===== config.mk =====
export PLATFORM = sky130hd
export DESIGN_NAME = sha256_datapath
export DESIGN_NICKNAME = d
export VERILOG_FILES = /design/src/hdl/sha256_pkg.sv /design/src/hdl/sha256_datapath.sv
export SDC_FILE = /design/constraint.sdc
export NUM_CORES = 2
export LEC_CHECK = 0
export BUFFER_PORTS_ARGS = -buffer_cell sky130_fd_sc_hd__buf_4
export CAP_MARGIN = 20
export CORE_UTILIZATION = 55
export CTS_CLUSTER_SIZE = 20
export DETAILED_ROUTE_END_ITERATION = 10
export PLACE_DENSITY = 0.73
export SLEW_MARGIN = 20
export SYNTH_ARGS = -nofsm -noshare
export SYNTH_HDL_FRONTEND = slang
export SYNTH_SLANG_ARGS = --single-unit

===== constraint.sdc =====
create_clock -name clock -period 12 [get_ports clock]
set_clock_uncertainty 0.1 [all_clocks]
set_input_delay 1.8 -clock clock [delete_from_list [all_inputs] [get_ports clock]]
set_output_delay 1.8 -clock clock [all_outputs]
set_load 0.01 [all_outputs]

===== src/hdl/sha256_pkg.sv =====
// SHA-256 hasher package: shared types, constants and round functions.
// No dependencies; used by every module of the hasher.
package sha256_pkg;

   typedef enum logic [2:0] {
      ST_IDLE,
      ST_LOAD,
      ST_ROUND,
      ST_UPDATE,
      ST_PAD,
      ST_EMIT
   } state_type;

   // Controller to datapath commands.
   typedef struct packed {
      logic store_byte;   // append the accepted byte to the block
      logic start_block;  // load schedule window and round vars
      logic do_round;     // run one compression round
      logic update_chain; // add round vars into chain value
      logic pad_begin;    // write pad mark and clear the tail
      logic pad_second;   // clear the head for the second pad block
      logic pad_length;   // place the bit length in the last eight bytes
      logic restart;      // return to the initial hash values
      logic emit_shift;   // advance the digest output word
   } cmd_type;

   // Datapath to controller status.
   typedef struct packed {
      logic block_full;  // the byte being stored now fills the block
      logic pad_two;     // the pad mark landed at or past the length field
      logic last_round;  // round counter at 63
   } status_type;

   localparam int unsigned BlockBytes = 64;
   localparam int unsigned LenPos     = 56;
   localparam logic [7:0]  PadMark    = 8'h80;

   localparam logic [31:0] InitHash [8] = '{
      32'h6a09e667, 32'hbb67ae85, 32'h3c6ef372, 32'ha54ff53a,
      32'h510e527f, 32'h9b05688c, 32'h1f83d9ab, 32'h5be0cd19
   };

   localparam logic [31:0] RoundConst [64] = '{
      32'h428a2f98, 32'h71374491, 32'hb5c0fbcf, 32'he9b5dba5,
      32'h3956c25b, 32'h59f111f1, 32'h923f82a4, 32'hab1c5ed5,
      32'hd807aa98, 32'h12835b01, 32'h243185be, 32'h550c7dc3,
      32'h72be5d74, 32'h80deb1fe, 32'h9bdc06a7, 32'hc19bf174,
      32'he49b69c1, 32'hefbe4786, 32'h0fc19dc6, 32'h240ca1cc,
      32'h2de92c6f, 32'h4a7484aa, 32'h5cb0a9dc, 32'h76f988da,
      32'h983e5152, 32'ha831c66d, 32'hb00327c8, 32'hbf597fc7,
      32'hc6e00bf3, 32'hd5a79147, 32'h06ca6351, 32'h14292967,
      32'h27b70a85, 32'h2e1b2138, 32'h4d2c6dfc, 32'h53380d13,
      32'h650a7354, 32'h766a0abb, 32'h81c2c92e, 32'h92722c85,
      32'ha2bfe8a1, 32'ha81a664b, 32'hc24b8b70, 32'hc76c51a3,
      32'hd192e819, 32'hd6990624, 32'hf40e3585, 32'h106aa070,
      32'h19a4c116, 32'h1e376c08, 32'h2748774c, 32'h34b0bcb5,
      32'h391c0cb3, 32'h4ed8aa4a, 32'h5b9cca4f, 32'h682e6ff3,
      32'h748f82ee, 32'h78a5636f, 32'h84c87814, 32'h8cc70208,
      32'h90befffa, 32'ha4506ceb, 32'hbef9a3f7, 32'hc67178f2
   };

   function automatic logic [31:0] rotr(input logic [31:0] x, input int unsigned n);
      rotr = (x >> n) | (x << (32 - n));
   endfunction

endpackage


===== src/hdl/sha256_datapath.sv =====
// SHA-256 hasher datapath: block buffer, bit count, schedule, rounds, chain.
// Depends on sha256_pkg.
module sha256_datapath (
   input  logic                    clock,
   input  logic                    reset,
   input  logic [7:0]              msg_byte,
   input  sha256_pkg::cmd_type     cmd,
   output sha256_pkg::status_type  status,
   output logic [31:0]             digest_word
);
   import sha256_pkg::*;

   logic [31:0] blk_ff [16];
   logic [63:0] count_ff;
   logic [31:0] win_ff [16];
   logic [31:0] var_ff [8];
   logic [31:0] chain_ff [8];
   logic [5:0]  round_ff;
   logic [5:0]  fill;
   logic [3:0]  word_sel;
   logic [1:0]  lane;
   logic [31:0] w, w2, w7, w15, w16, s0, s1, t1, t2, a, e;

   assign fill = count_ff[8:3];
   assign word_sel = fill[5:2];
   assign lane     = fill[1:0];
   assign status.block_full = (fill == 6'd63);
   assign status.pad_two    = (fill >= 6'(LenPos));
   assign status.last_round = (round_ff == 6'd63);
   assign digest_word = chain_ff[0];

   // Window is kept shifted so the current word sits at index 0.
   assign w16 = win_ff[0];
   assign w15 = win_ff[1];
   assign w7  = win_ff[9];
   assign w2  = win_ff[14];
   assign s0  = rotr(w15, 7) ^ rotr(w15, 18) ^ (w15 >> 3);
   assign s1  = rotr(w2, 17) ^ rotr(w2, 19) ^ (w2 >> 10);
   assign w   = win_ff[0];
   assign a   = var_ff[0];
   assign e   = var_ff[4];
   assign t1  = var_ff[7] + (rotr(e, 6) ^ rotr(e, 11) ^ rotr(e, 25))
              + ((e & var_ff[5]) ^ (~e & var_ff[6])) + RoundConst[round_ff] + w;
   assign t2  = (rotr(a, 2) ^ rotr(a, 13) ^ rotr(a, 22))
              + ((a & var_ff[1]) ^ (a & var_ff[2]) ^ (var_ff[1] & var_ff[2]));

   // Block held as 16 big-endian words; byte lane 0 is the top byte of a word.
   always_ff @(posedge clock) begin
      if (cmd.store_byte)
         for (int j = 0; j < 4; j++)
            if (lane == 2'(j)) blk_ff[word_sel][31 - 8*j -: 8] <= msg_byte;
      if (cmd.pad_begin) begin
         for (int k = 0; k < 16; k++) begin
            if (4'(k) == word_sel) begin
               for (int j = 0; j < 4; j++) begin
                  if (2'(j) == lane) blk_ff[k][31 - 8*j -: 8] <= PadMark;
                  else if (2'(j) > lane) blk_ff[k][31 - 8*j -: 8] <= 8'h00;
               end
            end else if (4'(k) > word_sel) begin
               blk_ff[k] <= '0;
            end
         end
      end
      if (cmd.pad_second)
         for (int k = 0; k < LenPos / 4; k++) blk_ff[k] <= '0;
      if (cmd.pad_length || cmd.pad_second) begin
         blk_ff[LenPos / 4]     <= count_ff[63:32];
         blk_ff[LenPos / 4 + 1] <= count_ff[31:0];
      end
      if (cmd.start_block) begin
         for (int k = 0; k < 16; k++) win_ff[k] <= blk_ff[k];
         for (int k = 0; k < 8; k++) var_ff[k] <= chain_ff[k];
      end
      if (cmd.do_round) begin
         for (int k = 0; k < 15; k++) win_ff[k] <= win_ff[k+1];
         win_ff[15] <= s1 + w7 + s0 + w16;
         var_ff[7] <= var_ff[6];
         var_ff[6] <= var_ff[5];
         var_ff[5] <= var_ff[4];
         var_ff[4] <= var_ff[3] + t1;
         var_ff[3] <= var_ff[2];
         var_ff[2] <= var_ff[1];
         var_ff[1] <= var_ff[0];
         var_ff[0] <= t1 + t2;
      end
   end

   always_ff @(posedge clock) begin
      if (reset) begin
         count_ff <= '0;
         round_ff <= '0;
         for (int k = 0; k < 8; k++) chain_ff[k] <= InitHash[k];
      end else begin
         if (cmd.store_byte) count_ff <= count_ff + 64'd8;
         if (cmd.start_block) round_ff <= '0;
         else if (cmd.do_round) round_ff <= round_ff + 6'd1;
         if (cmd.update_chain)
            for (int k = 0; k < 8; k++) chain_ff[k] <= chain_ff[k] + var_ff[k];
         if (cmd.restart) begin
            count_ff <= '0;
            for (int k = 0; k < 8; k++) chain_ff[k] <= InitHash[k];
         end else if (cmd.emit_shift) begin
            for (int k = 0; k < 7; k++) chain_ff[k] <= chain_ff[k+1];
            chain_ff[7] <= chain_ff[0];
         end
      end
   end

   // Round counter only moves during rounds or at a block start.
   a_round_hold: assert property (@(posedge clock) disable iff (reset)
      (!cmd.do_round && !cmd.start_block) |=> $stable(round_ff))
      else $error("round counter moved");
   // Count advances by one byte per stored byte.
   a_count_step: assert property (@(posedge clock) disable iff (reset)
      (cmd.store_byte && !cmd.restart) |=> (count_ff == $past(count_ff) + 64'd8))
      else $error("bit count slip");
   // Rounds and byte intake never overlap.
   a_exclusive: assert property (@(posedge clock) disable iff (reset)
      !(cmd.do_round && cmd.store_byte)) else $error("round during intake");
endmodule


Yosys cells after proc, flatten, opt, wreduce, memory -nomap -nowiden
Memory sizes are Yosys's and may differ from the RTL's.
Cells that the tools add are included.
{"block": "op_classes", "n_addsub": 20, "n_lt_le_gt_ge": 22, "n_eq_ne": 23, "n_mux": 733, "bitwise_logic": 268, "n_reduce_logical": 5}
{"cell": "two-way mux 32 bit", "n": 50}
{"cell": "two-way mux 8 bit", "n": 192}
{"cell": "adder 32 bit", "n": 18}
{"cell": "two-way mux 1 bit", "n": 491}
{"cell": "bitwise XOR 32 bit", "n": 9}
{"cell": "bitwise OR 1 bit", "n": 240}
{"cell": "bitwise AND 32 bit", "n": 5}
{"cell": "adder 64 x 4 -> 64 bit (second input constant)", "n": 1}
{"cell": "== test 4 bit (first input constant)", "n": 8}
{"cell": "> comparator 4 bit (first input constant)", "n": 8}
{"cell": "inverter 32 bit", "n": 1}
{"cell": "bitwise OR 10 x 32 -> 32 bit", "n": 1}
{"cell": "bitwise OR 13 x 32 -> 32 bit", "n": 1}
{"cell": "bitwise OR 14 x 32 -> 32 bit", "n": 1}
{"cell": "bitwise OR 15 x 32 -> 32 bit", "n": 1}
{"cell": "bitwise OR 19 x 32 -> 32 bit", "n": 1}
{"cell": "bitwise OR 21 x 32 -> 32 bit", "n": 1}
{"cell": "bitwise OR 25 x 32 -> 32 bit", "n": 1}
{"cell": "bitwise OR 26 x 32 -> 32 bit", "n": 1}
{"cell": "bitwise OR 30 x 32 -> 32 bit", "n": 1}
{"cell": "bitwise OR 7 x 32 -> 32 bit", "n": 1}
{"cell": "bitwise XOR 32 x 22 -> 32 bit", "n": 1}
{"cell": "bitwise XOR 32 x 29 -> 32 bit", "n": 1}
{"cell": "== test 3 x 4 -> 1 bit (first input constant)", "n": 4}
{"cell": "20 further kinds", "n": 32}
{"block": "word_totals", "reg_bits": 70, "ram_bits": 1536, "romBits": 2048, "input_bits": 19, "output_inout_bits": 35, "word_cells": 1078, "n_memories": 5}
{"memory": "(name not given)", "words": 64, "word_bits": 32, "rd": 1, "rd_ports_with_merged_regs": 0, "wr": 0, "line": "sha256_datapath.sv:43", "rtl": "+ ((e & var_ff[5]) ^ (~e & var_ff[6])) + RoundConst[round_ff] + w;"}
{"memory": "blk_ff", "words": 16, "word_bits": 32, "rd": 16, "rd_ports_with_merged_regs": 0, "wr": 17, "line": "sha256_datapath.sv:13", "rtl": "logic [31:0] blk_ff [16];"}
{"memory": "win_ff", "words": 16, "word_bits": 32, "rd": 16, "rd_ports_with_merged_regs": 0, "wr": 16, "line": "sha256_datapath.sv:15", "rtl": "logic [31:0] win_ff [16];"}
{"memory": "chain_ff", "words": 8, "word_bits": 32, "rd": 8, "rd_ports_with_merged_regs": 0, "wr": 8, "line": "sha256_datapath.sv:17", "rtl": "logic [31:0] chain_ff [8];"}
{"memory": "var_ff", "words": 8, "word_bits": 32, "rd": 8, "rd_ports_with_merged_regs": 0, "wr": 8, "line": "sha256_datapath.sv:16", "rtl": "logic [31:0] var_ff [8];"}

Depth between registers and ports, before layout
An unclocked memory read counts as a cell.
{"block": "logic_depth", "depth_word": 10, "depth_mapped": 44, "ltp_nobuf": 42}

Worst setup path after synthesis
OpenSTA, ideal clock, no wires.
{"block": "synth_path", "kind": "in2reg", "from": "in cmd[6] (netlist bit)", "to": "mem var_ff[0][0], enable pin", "t_arrival_ns": 11.815, "path_slack_ns": -0.738, "path_stages": 4, "path_buffers": 3, "path_cell_list": "clkbuf_1 -> clkbuf_1 -> clkbuf_1 -> or2_2"}
{"element": "start: declaration", "line": "sha256_datapath.sv:7", "rtl": "input sha256_pkg::cmd_type cmd,"}
{"element": "end: declaration", "line": "sha256_datapath.sv:16"}

==> flow_summary_export.csv <==
group,metric,value,unit
outcome,status,"finished clean",
synthesis,synth_area_per_cell,9.93,um2
clock_tree,clockRootBuffer,"clkbuf_16",
drt,antenna_left,0,
global_route,grt_overflow_total,0,
clock_tree,clkTransAtPathRegs,0.06,ns
die,placementRows,149,
synthesis,yosysWarningCount,0,
sta,slew_violations,0,
sta,period_share,86.8,%
clock_tree,cts_setup_buffers,0,
sta,max_slew.worst_pin.slew,1.19,ns
critical_path,critical_path_class,"flip-flop to flip-flop",
sta,finalSetupTns,0,ns
placement,io_buffers,53,
clock_tree,cts_tree,"yes",
die,core-area,166000,um2
die,ios,54,
worst_hold_path,holdCritPathClass,"flip-flop to flip-flop",
synthesis,synth-seq-area-share,46.2,%
critical_path,crit_required,12.48,ns
critical_path,cp-start-kind,"flip-flop",
die,die_h,412,um
sta,rsz0062_at_grt,"false",
drt,viasPerCell,6.41,
drt,drtIter0Drc,10500,
critical_path,critPathLaunch,"round_ff[2]",
clock_tree,numCtsBuffers,172,
layout,fillerInstances,13400,
die,floorplan.initialDensity,55.7,%
synthesis,ys_ff_latch,1603,
synthesis,synth_area,92300,um2
clock_tree,cts_num_sinks,1603,
drt,wl,307,mm
flow_run,drv_cap,0,
drt,first_pass_iters,9,
global_route,grt_use_total,35.6,%
global_route,grt_max_degree,194,
placement,place.gp.congestion,0.999,
critical_path,max_stage_delay,0.82,ns
clock_tree,cts_buffer_depth,3,
clock_tree,hold_buffers,0,
synthesis,synth_cells,9294,
die,die_w,412,um
critical_path,worstReg2RegStart,"round_ff[2]",
die,dieArea,169000,um2
sta,finalHoldViolCount,0,
placement,placedCellCount,11200,
drt,route.detailed.drc,0,
clock_tree,cts_resized,0,
drt,wl_per_cell,26.7,um
layout,drive_above_1_share,11.3,%
global_route,antenna_found_initial,9,
sta,postLayoutSetupSlackWorst,1.59,ns
layout,nNetsFinal,9768,
placement,place_hpwl,219,mm
synthesis,ys_types,89,
placement,pre_cts_slack,1.71,ns
layout,syn2layout_area_growth,8.58,%
global_route,grt_pass1_vias,69200,
critical_path,end_kind,"flip-flop",
sta,setup_violations,0,
clock_tree,clock_latency,0.88,ns
synthesis,synth_edf_count,1053,
synthesis,syn-num-nets,9902,
synthesis,synthFlopType,"edfxtp_1",
clock_tree,htree_levels,4,
critical_path,cpMaxStageDelayCell,"dfxtp_4",
sta,fmax,96.0,MHz
synthesis,async_reset_ff_share,0,%
layout,fin_cells,11500,
critical_path,cp_max_fo,71,
drt,vias,73700,
global_route,grt_pass1_wl,450,mm
critical_path,crit_arrival,10.90,ns
worst_hold_path,min_from,"blk_ff[8][24]",
sta,slew_headroom,20.5,%
sta,period_needed,10.41,ns
worst max-delay path: cells and delay by family, from the launching register on:
kind,cells,cell delay (ns)
compound gates,15,3.44
fa+ha+maj,8,3.16
simple gates,7,1.32
flops,1,0.82
buf+inv,6,0.65
xor+xnor,3,0.53
state kept, by name (all words and copies together) (netlist names):
register  cells
count_ff     61
win_ff      512
var_ff      256
round_ff      6
chain_ff    256
blk_ff      512
routing by layer:
| layer | track usage [%] | up-vias | wire length, um |
|---|---|---|---|
| li1 | - | 32600 | - |
| met1 | 52.9 | 35900 | 127000 |
| met2 | 49.9 | 4582 | 127000 |
| met3 | 8.50 | 695 | 41200 |
| met4 | 13.3 | 2 | 12400 |
| met5 | 0 | - | 10 |
area by class of cell:
class,instances,area (um2),area share [%]
inverters,320,1200,1.20
clock buffers,243,4730,4.72
flip-flops and latches,1603,42600,42.6
clock inverters,80,937,0.935
repair buffers,164,1310,1.30
well taps,2189,2740,2.73
diodes,2,5.00,0.00499
multi-input cells,6899,46600,46.5
cell usage in the layout, fill, tap and decap left out, drive strengths merged, types with 243 or more instances in the layout:
| cell | netlist | layout |
|---|---|---|
| nand2 | 1759 | 1759 |
| edfxtp | 1053 | 1053 |
| a21oi | 898 | 898 |
| nor2 | 625 | 625 |
| mux2 | 575 | 575 |
| dfxtp | 550 | 550 |
| o21ai | 435 | 435 |
| xnor2 | 405 | 405 |
| ha | 394 | 394 |
| inv | 316 | 321 |
| clkbuf | 410 | 243 |
path summary, 6_finish.rpt:
check / end / slack (ns) / cells past startpoint
hold / removal: blk_ff[8][24] / 0.35 / 2
hold reg to reg: blk_ff[8][24] / 0.35 / 2
setup reg to reg: var_ff[0][31] / 1.59 / 39
setup / recovery: var_ff[0][31] / 1.59 / 39
cell families (layout without fill, tap and decap cells):
group	count (synthesis)	in the layout	share of synthesized area, %
AOI/OAI and AO/OA	2156	2156	14.3
xor gates and xnor gates	638	638	6.05
adders and majority gates	592	592	9.60
buffers and inverters	792	807	3.35
DFF	1603	1603	46.2
muxes	624	624	7.60
other	0	2	0
and+or+nand+nor	2889	2889	12.9
synth_stat cells (46+ instances only):
| cell | count | share of area (%) |
|---|---|---|
| a211oi_1 | 69 | 0.56 |
| a21o_1 | 219 | 1.8 |
| a21oi_1 | 897 | 4.9 |
| a22o_1 | 59 | 0.56 |
| a31oi_1 | 53 | 0.36 |
| clkbuf_1 | 410 | 1.7 |
| dfxtp_1 | 550 | 12 |
| edfxtp_1 | 1053 | 34 |
| fa_1 | 195 | 4.2 |
| ha_1 | 394 | 5.3 |
| inv_1 | 316 | 1.3 |
| mux2_2 | 575 | 7.0 |
| nand2_1 | 1759 | 7.2 |
| nand2b_1 | 76 | 0.52 |
| nand3_1 | 108 | 0.59 |
| nor2_1 | 625 | 2.5 |
| nor2b_1 | 49 | 0.33 |
| nor3_1 | 80 | 0.43 |
| o21a_1 | 46 | 0.37 |
| o21ai_0 | 376 | 2.0 |
| o21ai_1 | 58 | 0.31 |
| o21bai_1 | 47 | 0.38 |
| xnor2_1 | 405 | 3.8 |
| xor2_1 | 233 | 2.2 |
per-stage QoR:
step                      hold slack [ns]  instance area, um2  utilization (%)
after floorplan                     0.334               92300                -
after global placement              0.338               94500             57.0
after detailed placement            0.344               94500             57.0
after CTS                           0.352              100000             60.4
after global routing                0.369              100000             60.5
final                               0.352              100000             60.5
Power is not shown: default switching activity piles up to over one toggle a cycle in this logic, so the estimate is an artifact.
