`src/hdl/sha256_pkg.sv`:
```
// SHA-256 hasher package: shared types, constants and round functions.
// No dependencies; used by every module of the hasher.
package sha256_pkg;

   typedef enum logic [2:0] {
      ST_IDLE,
      ST_LOAD,
      ST_ROUND,
      ST_UPDATE,
      ST_PAD,
      ST_EMIT
   } state_type;

   // Controller to datapath commands.
   typedef struct packed {
      logic store_byte;   // append the accepted byte to the block
      logic start_block;  // load schedule window and round vars
      logic do_round;     // run one compression round
      logic update_chain; // add round vars into chain value
      logic pad_begin;    // write pad mark and clear the tail
      logic pad_second;   // clear the head for the second pad block
      logic pad_length;   // place the bit length in the last eight bytes
      logic restart;      // return to the initial hash values
      logic emit_shift;   // advance the digest output word
   } cmd_type;

   // Datapath to controller status.
   typedef struct packed {
      logic block_full;  // the byte being stored now fills the block
      logic pad_two;     // the pad mark landed at or past the length field
      logic last_round;  // round counter at 63
   } status_type;

   localparam int unsigned BlockBytes = 64;
   localparam int unsigned LenPos     = 56;
   localparam logic [7:0]  PadMark    = 8'h80;

   localparam logic [31:0] InitHash [8] = '{
      32'h6a09e667, 32'hbb67ae85, 32'h3c6ef372, 32'ha54ff53a,
      32'h510e527f, 32'h9b05688c, 32'h1f83d9ab, 32'h5be0cd19
   };

   localparam logic [31:0] RoundConst [64] = '{
      32'h428a2f98, 32'h71374491, 32'hb5c0fbcf, 32'he9b5dba5,
      32'h3956c25b, 32'h59f111f1, 32'h923f82a4, 32'hab1c5ed5,
      32'hd807aa98, 32'h12835b01, 32'h243185be, 32'h550c7dc3,
      32'h72be5d74, 32'h80deb1fe, 32'h9bdc06a7, 32'hc19bf174,
      32'he49b69c1, 32'hefbe4786, 32'h0fc19dc6, 32'h240ca1cc,
      32'h2de92c6f, 32'h4a7484aa, 32'h5cb0a9dc, 32'h76f988da,
      32'h983e5152, 32'ha831c66d, 32'hb00327c8, 32'hbf597fc7,
      32'hc6e00bf3, 32'hd5a79147, 32'h06ca6351, 32'h14292967,
      32'h27b70a85, 32'h2e1b2138, 32'h4d2c6dfc, 32'h53380d13,
      32'h650a7354, 32'h766a0abb, 32'h81c2c92e, 32'h92722c85,
      32'ha2bfe8a1, 32'ha81a664b, 32'hc24b8b70, 32'hc76c51a3,
      32'hd192e819, 32'hd6990624, 32'hf40e3585, 32'h106aa070,
      32'h19a4c116, 32'h1e376c08, 32'h2748774c, 32'h34b0bcb5,
      32'h391c0cb3, 32'h4ed8aa4a, 32'h5b9cca4f, 32'h682e6ff3,
      32'h748f82ee, 32'h78a5636f, 32'h84c87814, 32'h8cc70208,
      32'h90befffa, 32'ha4506ceb, 32'hbef9a3f7, 32'hc67178f2
   };

   function automatic logic [31:0] rotr(input logic [31:0] x, input int unsigned n);
      rotr = (x >> n) | (x << (32 - n));
   endfunction

endpackage

```
`src/hdl/sha256_ctrl.sv`:
```
// SHA-256 hasher controller: sequences byte intake, rounds, padding and output.
// Depends on sha256_pkg.
module sha256_ctrl (
   input  logic                    clock,
   input  logic                    reset,
   input  logic                    req_tvalid,
   output logic                    req_tready,
   input  logic                    byte_valid,
   input  logic                    end_of_message,
   output logic                    rsp_tvalid,
   input  logic                    rsp_tready,
   output logic                    rsp_last,
   output logic [2:0]              word_index,
   input  sha256_pkg::status_type  status,
   output sha256_pkg::cmd_type     cmd
);
   import sha256_pkg::*;

   state_type state_ff, state_in;
   logic      end_ff, end_in;     // message closes after the current block
   logic      pad_ff, pad_in;     // current block is a pad block
   logic      second_ff, second_in; // another pad block follows
   logic [2:0] idx_ff, idx_in;
   logic      accept;

   assign accept = req_tvalid && req_tready;

   always_comb begin
      state_in  = state_ff;
      end_in    = end_ff;
      pad_in    = pad_ff;
      second_in = second_ff;
      idx_in    = idx_ff;
      unique case (state_ff)
         ST_IDLE: begin
            if (accept) begin
               end_in = end_of_message;
               pad_in = 1'b0;
               if (byte_valid && status.block_full) state_in = ST_LOAD;
               else if (end_of_message) state_in = ST_PAD;
            end
         end
         ST_PAD: begin
            pad_in    = 1'b1;
            second_in = status.pad_two;
            state_in  = ST_LOAD;
         end
         ST_LOAD: state_in = ST_ROUND;
         ST_ROUND: if (status.last_round) state_in = ST_UPDATE;
         ST_UPDATE: begin
            if (!end_ff) state_in = ST_IDLE;
            else if (!pad_ff) state_in = ST_PAD;
            else if (second_ff) begin
               second_in = 1'b0;
               state_in  = ST_LOAD;
            end else begin
               idx_in   = '0;
               state_in = ST_EMIT;
            end
         end
         ST_EMIT: begin
            if (rsp_tready) begin
               idx_in = idx_ff + 3'd1;
               if (idx_ff == 3'd7) begin
                  end_in   = 1'b0;
                  state_in = ST_IDLE;
               end
            end
         end
         default: state_in = ST_IDLE;
      endcase
   end

   always_comb begin
      cmd        = '0;
      req_tready = (state_ff == ST_IDLE);
      rsp_tvalid = (state_ff == ST_EMIT);
      rsp_last   = (idx_ff == 3'd7);
      word_index = idx_ff;
      unique case (state_ff)
         ST_IDLE:   cmd.store_byte = accept && byte_valid;
         ST_PAD: begin
            cmd.pad_begin  = 1'b1;
            cmd.pad_length = !status.pad_two;
         end
         ST_LOAD:   cmd.start_block = 1'b1;
         ST_ROUND:  cmd.do_round = 1'b1;
         ST_UPDATE: begin
            cmd.update_chain = 1'b1;
            cmd.pad_second   = end_ff && pad_ff && second_ff;
         end
         ST_EMIT: begin
            cmd.emit_shift = rsp_tready;
            cmd.restart    = rsp_tready && (idx_ff == 3'd7);
         end
         default: cmd = '0;
      endcase
   end

   always_ff @(posedge clock) begin
      if (reset) begin
         state_ff  <= ST_IDLE;
         end_ff    <= 1'b0;
         pad_ff    <= 1'b0;
         second_ff <= 1'b0;
         idx_ff    <= '0;
      end else begin
         state_ff  <= state_in;
         end_ff    <= end_in;
         pad_ff    <= pad_in;
         second_ff <= second_in;
         idx_ff    <= idx_in;
      end
   end

   // Input is only taken while idle.
   a_no_accept_busy: assert property (@(posedge clock) disable iff (reset)
      (state_ff != ST_IDLE) |-> !req_tready) else $error("ready while busy");
   // A round run always ends in an update.
   a_round_to_update: assert property (@(posedge clock) disable iff (reset)
      (state_ff == ST_ROUND && status.last_round) |=> (state_ff == ST_UPDATE))
      else $error("round run did not end");
   // Emit is only entered from an update of a final pad block.
   a_emit_entry: assert property (@(posedge clock) disable iff (reset)
      $rose(rsp_tvalid) |-> ($past(state_ff) == ST_UPDATE && $past(pad_ff)))
      else $error("unexpected emit");
endmodule

```
`config.mk`:
```
export PLATFORM = sky130hd
export DESIGN_NAME = sha256_ctrl
export DESIGN_NICKNAME = d
export VERILOG_FILES = /design/src/hdl/sha256_pkg.sv /design/src/hdl/sha256_ctrl.sv
export SDC_FILE = /design/constraint.sdc
export NUM_CORES = 1
export LEC_CHECK = 0
export BUFFER_PORTS_ARGS = -buffer_cell sky130_fd_sc_hd__buf_4
export CAP_MARGIN = 30
export CORE_UTILIZATION = 25
export CTS_BUF_LIST = sky130_fd_sc_hd__clkbuf_16
export CTS_CLUSTER_DIAMETER = 80
export DETAILED_ROUTE_END_ITERATION = 16
export PLACE_DENSITY = 0.45
export SLEW_MARGIN = 20
export SYNTH_ARGS = -nofsm -noshare
export SYNTH_HDL_FRONTEND = slang
export SYNTH_SLANG_ARGS = --single-unit
```
`constraint.sdc`:
```
create_clock -name clock -period 1.5 [get_ports clock]
set_input_delay 0.375 -clock clock [delete_from_list [all_inputs] [get_ports clock]]
set_output_delay 0.375 -clock clock [all_outputs]
set_load 0.05 [all_outputs]
```
Yosys cells after proc, flatten, opt, wreduce, memory -nomap -nowiden
Cells that the tools add are included.
{ "word_totals": {"mem_bits_ro": 0, "register_bits": 9, "mem_count": 0, "latch_bits": 0, "ramBits": 0, "output_inout_bits": 15} }
{ "classes": {"add_sub_neg": 1, "reduce_logical": 17, "n_eq_ne": 14, "shifts": 0, "bitwise_logic": 0, "div": 0, "n_mux": 32, "order_cmp": 0, "mul": 0} }
{ "ops": {"columns": ["op", "n"], "rows": [
  ["3-bit 2-to-1 mux", 13],
  ["3-bit case mux with 6 select lines", 1],
  ["1-bit 2-to-1 mux", 13],
  ["5-bit AND reduction", 2],
  ["3-bit equality test, second input constant", 3],
  ["2-bit != test, second input constant", 4],
  ["2-bit nonzero test", 4],
  ["3-bit by 2-bit equality test with 1-bit output, second input constant", 2],
  ["1-bit logical AND", 6],
  ["2-bit by 1-bit != test with 1-bit output, second input constant", 3],
  ["1-bit case mux with 2 select lines", 3],
  ["3-bit case mux with 2 select lines", 1],
  ["4-bit AND reduction", 1],
  ["3-bit by 1-bit adder with 3-bit output, second input constant", 1],
  ["3-bit by 1-bit equality test with 1-bit output, second input constant", 1],
  ["3-bit logical NOT", 1],
  ["3-bit by 1-bit != test with 1-bit output, second input constant", 1],
  ["3-bit AND reduction", 1],
  ["2-bit 2-to-1 mux", 1],
  ["2-bit AND reduction", 1],
  ["1-bit logical NOT", 1]
]} }

Logic depth before layout (Yosys ltp)
Gate-level depths: netlist (run 1).
{ "depth": {"word_depth": 4, "ltp_mapped": 6, "mapped_depth_nobuf": 6} }

Least setup slack after synthesis (run 1)
Ideal clock, no wire load.
{ "synth_timing": {"kind": "reg2out", "start": "reg idx_ff[0], in the netlist word_index[0]", "end": "out cmd[1] in the netlist's numbering", "t_required_ns": 1.125, "stages_incl_launch_ff": 4, "arrival_ns": 1.888, "path_slack_ns": -0.763, "path_cell_list": "dfxtp_1 ha_1 ha_1 and2_1"} }
{ "synth_lines": {"columns": ["element", "line", "source"], "rows": [
  ["from (decl)", "sha256_ctrl.sv:23", "logic [2:0] idx_ff, idx_in;"],
  ["from (signal assigned)", "sha256_ctrl.sv:112", "idx_ff <= idx_in;"],
  ["to (decl)", "sha256_ctrl.sv:15", "output sha256_pkg::cmd_type cmd"]
]} }

==> flow_summary.json, run 1 <==
{
  "cp.arrival_ps": 1230,
  "cts_buffers": 3,
  "tritoncts": "yes",
  "path_max_fanout": 9,
  "clock_sinks": 9,
  "finalCriticalPeriod_ps": 1606,
  "wl_per_cell_um": 13.17,
  "ant_nets": 0,
  "dieHeight_um": 52.42,
  "grtUsageTotal": 0.1531,
  "design_area_mm2": 0.001304,
  "worst-path-buf-inv": 1,
  "num_io_pins": 24,
  "syn-num-nets": 84,
  "finalHoldViolations": 0,
  "insertion_delay_ps": 230,
  "critPathLaunchType": "flop",
  "worstMarginPinSlew_ps": 306.6,
  "drt-total-wl_um": 1976,
  "rsz0062_at_grt": "yes",
  "timing.final.ws_setup_ps": -106.2,
  "yosysTopAreaCellShare": 0.2835,
  "p_leak_nw": 0.5714,
  "holdWs_ps": 381.8,
  "start_util": 0.2767,
  "multi_input_area_um2": 499.2,
  "violations": "negative setup slack",
  "skew_ps": 1.906,
  "fin_nets": 134,
  "design.core.area_mm2": 0.002297,
  "diodes": 0,
  "min_from": "reset",
  "yosys_register_bits": 9,
  "period_share": 1.071,
  "drtIter0Drc": 18,
  "ctsHoldBuffers": 0,
  "syn_area_um2": 635.6,
  "ir_drop_mv": 1.281,
  "hold_class": "primary input to flop",
  "slowest_delay_ps": 410,
  "synth_cell_type_count": 37,
  "vias_per_cell": 4.713,
  "synth_edf_count": 0,
  "critPathKind": "flop to output port",
  "status": "finished with violations",
  "fp.dieW_um": 52.42,
  "reg2reg_slack_ps": -70,
  "syn_inst": 73,
  "num_vias": 707,
  "syn_area_per_cell_um2": 8.707,
  "fmax_ghz": 0.6226,
  "synthDominantAreaCellType": "dfxtp_1",
  "gp_congestion": 0.7230,
  "crit_slowest_cell": "dfxtp_4",
  "fin_tns_setup_ps": -687.2,
  "crit_chain": "nor3b_4 > nor2b_4 > buf_6",
  "antenna_found_initial": 0,
  "cts.clk_slew.worst_paths_ps": 40,
  "synthTopCellsByArea": "dfxtp_1, buf_4, ha_1",
  "numPortBuffers": 23,
  "cts.htree.levels": 1,
  "cts_buffer_depth": 2,
  "cp-end-kind": "output port",
  "most-common-layout-cells": "buf_4, buf_6, nand2_1, buf_8",
  "synthArstFlopShare": 0,
  "grt_pass1_vias": 621,
  "remaining_drc_errors": 0,
  "maxSlewHeadroom": 0.7956,
  "worst_path_dominant_cell_family": "simple AND/OR/NAND/NOR gates",
  "min_to": "word_index[2]",
  "p_per_area_mw_per_mm2": 2059,
  "layout.area.seq_um2": 200.2,
  "dpl.hpwl_um": 1416,
  "worst-endpoint-required_ps": 1120,
  "rr_worst_depth": 6,
  "holdPathStages": 2,
  "yosysWarnings": 0,
  "placed_area_mm2": 0.001005,
  "area_growth_pct": 105.1,
  "fillCellCount": 209,
  "dr.pass1.iters": 4,
  "grt.overflow.total": 0,
  "setup_viol": 9,
  "reg2reg_to": "state_ff[2]",
  "layout-drive-gt1-share": 0.6639,
  "maxCapViolCount": 0,
  "layout_commonest_cell": "buf_4",
  "timing.rr.start": "state_ff[2]",
  "dpl_worst_slack_ps": -157.1,
  "synth_flop_cell": "dfxtp_1",
  "grt_max_degree": 10,
  "die_area_mm2": 0.002748,
  "grt_first_pass_wirelength_um": 2953,
  "fp-row-count": 17,
  "slew_violations": 0,
  "cts-root-buf": "clkbuf_16",
  "synth-seq-area-share": 0.2835,
  "p_total_mw": 2.684
}
==> worst max path at each step <==
stage	start	depth (start not counted)	slack [ps]	endpoint
6_report	state_ff[2]	3	-110	cmd[2]
5_1_grt	state_ff[0]	4	-160	cmd[8]
4_1_cts	state_ff[0]	4	-120	cmd[8]
3_5_place_dp	byte_valid	5	-160	state_ff[2]
3_3_place_gp	byte_valid	5	-180	state_ff[0]
2_1_floorplan	state_ff[2]	3	-290	cmd[8]
==> flip-flops by register name, summed over array words and instances (netlist names) <==
signal      cells
end_ff          1
state_ff        3
second_ff       1
pad_ff          1
word_index      3
==> per-layer routing <==
metal / routed length (um) / global-route usage / part of all wire
met5: 0 / 0 / 0
met4: 16 / 0.06579 / 0.0081
met3: 100 / 0.03188 / 0.051
met2: 939 / 0.2300 / 0.48
met1: 920 / 0.2080 / 0.47
==> cell families (layout without fill, tap and decap cells) <==
kind of cell	after synthesis	after routing	share of synthesized area
AND/OR/NAND/NOR	30	30	0.3051
multiplexers	1	1	0.01575
adder cells (fa/ha/maj)	2	2	0.03936
AO/OA/AOI/OAI	19	19	0.2500
buffers and inverters	12	61	0.1063
flip-flops	9	9	0.2835
==> cell usage after synthesis (2+ instances only) <==
cell type and instances:
nor2_1 5, nand3_1 2, a21oi_1 4, dfxtp_1 9
and2_1 2, inv_1 5, and3_1 3, ha_1 2
o21ai_0 2, buf_4 4, nor3_1 2, nand2_1 6
a211oi_1 2, nor2b_1 2
==> power breakdown <==
| group | total (mW) | switching [mW] | leakage, nW | internal [mW] |
|---|---|---|---|---|
| Combinational | 1.78 | 0.870 | 0.452 | 0.910 |
| Clock | 0.452 | 0.105 | 0.0423 | 0.347 |
| Sequential | 0.453 | 0.125 | 0.0775 | 0.328 |
==> worst register-to-register path, cell delays in order, from the launching register on <==
cell and delay, ps:
dfxtp_4 380, buf_4 160, buf_4 130, nor3_1 260, o21bai_2 140, a211o_1 330
o31ai_1 70
==> stage by stage <==
stage | utilization | cells
3_3_place_gp | 0.4374 | 136
4_1_cts | 0.5479 | 147
5_1_grt | 0.5675 | 150
6_report | 0.5675 | 150
3_5_place_dp | 0.4374 | 136
2_1_floorplan | - | 73
==> area by class of cell <==
cell class / count / share of cell area
Multi-Input combinational cell: 52 / 0.3829
Timing Repair Buffer: 51 / 0.3570
Sequential cell: 9 / 0.1536
Clock buffer: 3 / 0.05758
Tap cell: 28 / 0.02687
Inverter: 6 / 0.01919
Clock inverter: 1 / 0.002879
==> repair_timing <==
action                                  4_1_cts  5_1_grt
setup buffers                                 7        3
pin swaps                                     3        6
endpoints found under the setup margin       16       13
resized for setup                            32        7
Note: power is estimated with default switching activity, not from simulation.
==> run 2: changes to the inputs <==
--- a/config.mk
+++ b/config.mk
@@ -11,7 +11,9 @@
 export CTS_BUF_LIST = sky130_fd_sc_hd__clkbuf_16
 export CTS_CLUSTER_DIAMETER = 80
 export DETAILED_ROUTE_END_ITERATION = 16
+export MAX_ROUTING_LAYER = met4
 export PLACE_DENSITY = 0.45
+export RECOVER_POWER = 100
 export SLEW_MARGIN = 20
 export SYNTH_ARGS = -nofsm -noshare
 export SYNTH_HDL_FRONTEND = slang
==> constraint.sdc (replaced) <==
create_clock -name clock -period 2 [get_ports clock]
set_input_delay 0.5 -clock clock [delete_from_list [all_inputs] [get_ports clock]]
set_output_delay 0.5 -clock clock [all_outputs]
set_load 0.05 [all_outputs]
==> flow_summary.json, run 2 (synthesized netlist as in run 1, its figures left out) <==
{
  "fp.dieW_um": 52.42,
  "grt_pass1_vias": 540,
  "ir_drop_mv": 0.8218,
  "grt_max_degree": 13,
  "antenna_found_initial": 0,
  "cts.clk_slew.worst_paths_ps": 40,
  "numPortBuffers": 23,
  "setup_viol": 0,
  "vias_per_cell": 4.810,
  "fin_nets": 110,
  "hold_class": "flop to flop",
  "cts_setup_buffers": 0,
  "layout-drive-gt1-share": 0.4082,
  "fp-row-count": 17,
  "num_io_pins": 24,
  "ant_nets": 0,
  "cp-end-kind": "output port",
  "diodes": 0,
  "drtIter0Drc": 9,
  "dpl.hpwl_um": 1186,
  "fmax_ghz": 0.5278,
  "layout_commonest_cell": "buf_4",
  "grt_first_pass_wirelength_um": 2408,
  "rsz0062_at_grt": "no",
  "remaining_drc_errors": 0,
  "cts_buffer_depth": 2,
  "cts_buffers": 3,
  "worst-endpoint-required_ps": 1500,
  "worstMarginPinSlew_ps": 607.8,
  "cts-root-buf": "clkbuf_16",
  "dr.pass1.iters": 4,
  "drt-total-wl_um": 1502,
  "dpl_worst_slack_ps": 247.7,
  "p_per_area_mw_per_mm2": 1643,
  "maxCapViolCount": 0,
  "dieHeight_um": 52.42,
  "timing.final.ws_setup_ps": 105.5,
  "slew_violations": 0,
  "cp.arrival_ps": 1390,
  "cts.repair.resized": 1,
  "gp_congestion": 0.7695,
  "grtUsageTotal": 0.1245,
  "p_leak_nw": 0.4059,
  "crit_path_end": "cmd[3]",
  "design.core.area_mm2": 0.002297,
  "ctsHoldBuffers": 0,
  "rr_worst_depth": 6,
  "grt.overflow.total": 0,
  "path_max_fanout": 11,
  "reg2reg_slack_ps": 440,
  "skew_ps": 1.770,
  "reg2reg_to": "state_ff[2]",
  "cts.htree.levels": 1,
  "critPathLaunchType": "flop",
  "most-common-layout-cells": "buf_4, clkbuf_2, inv_1, nand2_1, dfxtp_1",
  "period_share": 0.9472,
  "clock_sinks": 9,
  "finalHoldViolations": 0,
  "critPathKind": "flop to output port",
  "num_vias": 606,
  "status": "finished, final reports clean",
  "wl_per_cell_um": 11.92,
  "tritoncts": "yes",
  "die_area_mm2": 0.002748,
  "timing.rr.start": "word_index[0]",
  "insertion_delay_ps": 230,
  "area_growth_pct": 37.01,
  "finalCriticalPeriod_ps": 1894,
  "start_util": 0.2767,
  "p_total_mw": 1.430,
  "maxSlewHeadroom": 0.5965,
  "crit_start": "state_ff[2]"
}
==> run 2: cell type report <==
type / instances / area (um2)
clock buffer: 3 / 75.07
sequential: 9 / 183.9
timing repair buffer: 27 / 160.2
inverter: 6 / 22.52
multi-input combinational: 52 / 390.4
tap: 28 / 35.03
fill: 267 / 1426
clock inverter: 1 / 3.754
==> run 2: routing by layer <==
layer,GRT usage,part of all wire
met1,0.1722,0.50
met2,0.1688,0.43
met3,0.03188,0.061
met4,0.05263,0.0053
met5,-,0
==> run 2: worst min path at each step <==
stage,startpoint,end,cells after the start,slack (ps)
2_1_floorplan,pad_ff,pad_ff,2,470
3_3_place_gp,word_index[1],word_index[1],2,460
3_5_place_dp,word_index[1],word_index[1],2,470
4_1_cts,word_index[1],word_index[1],2,470
5_1_grt,word_index[1],word_index[1],2,500
6_report,word_index[1],word_index[1],2,470
==> run 2: metrics by stage <==
step                cells  hold WS, ps  TNS, ps    util  instance area [um2]
floorplan              73        470.6   -110.9       -                654.4
detailed placement    122        465.9        0  0.3687                847.1
CTS                   126        471.4        0  0.4036                927.1
global route          126        497.5        0  0.3791                870.8
finish                126        465.4        0  0.3791                870.8
global placement      122        460.4        0  0.3687                847.1
==> run 2: power by group <==
group | switching, mW | internal, mW | leakage [nW]
registers | 0.108 | 0.237 | 0.0745
clock network | 0.0825 | 0.261 | 0.0423
logic | 0.469 | 0.274 | 0.289
total | 0.659 | 0.772 | 0.406
==> run 2: worst max-delay path: stages (launching register included) <==
cell and delay (ps):
dfxtp_2 380, buf_4 170, nor2b_1 170, and3_1 180, buf_2 260
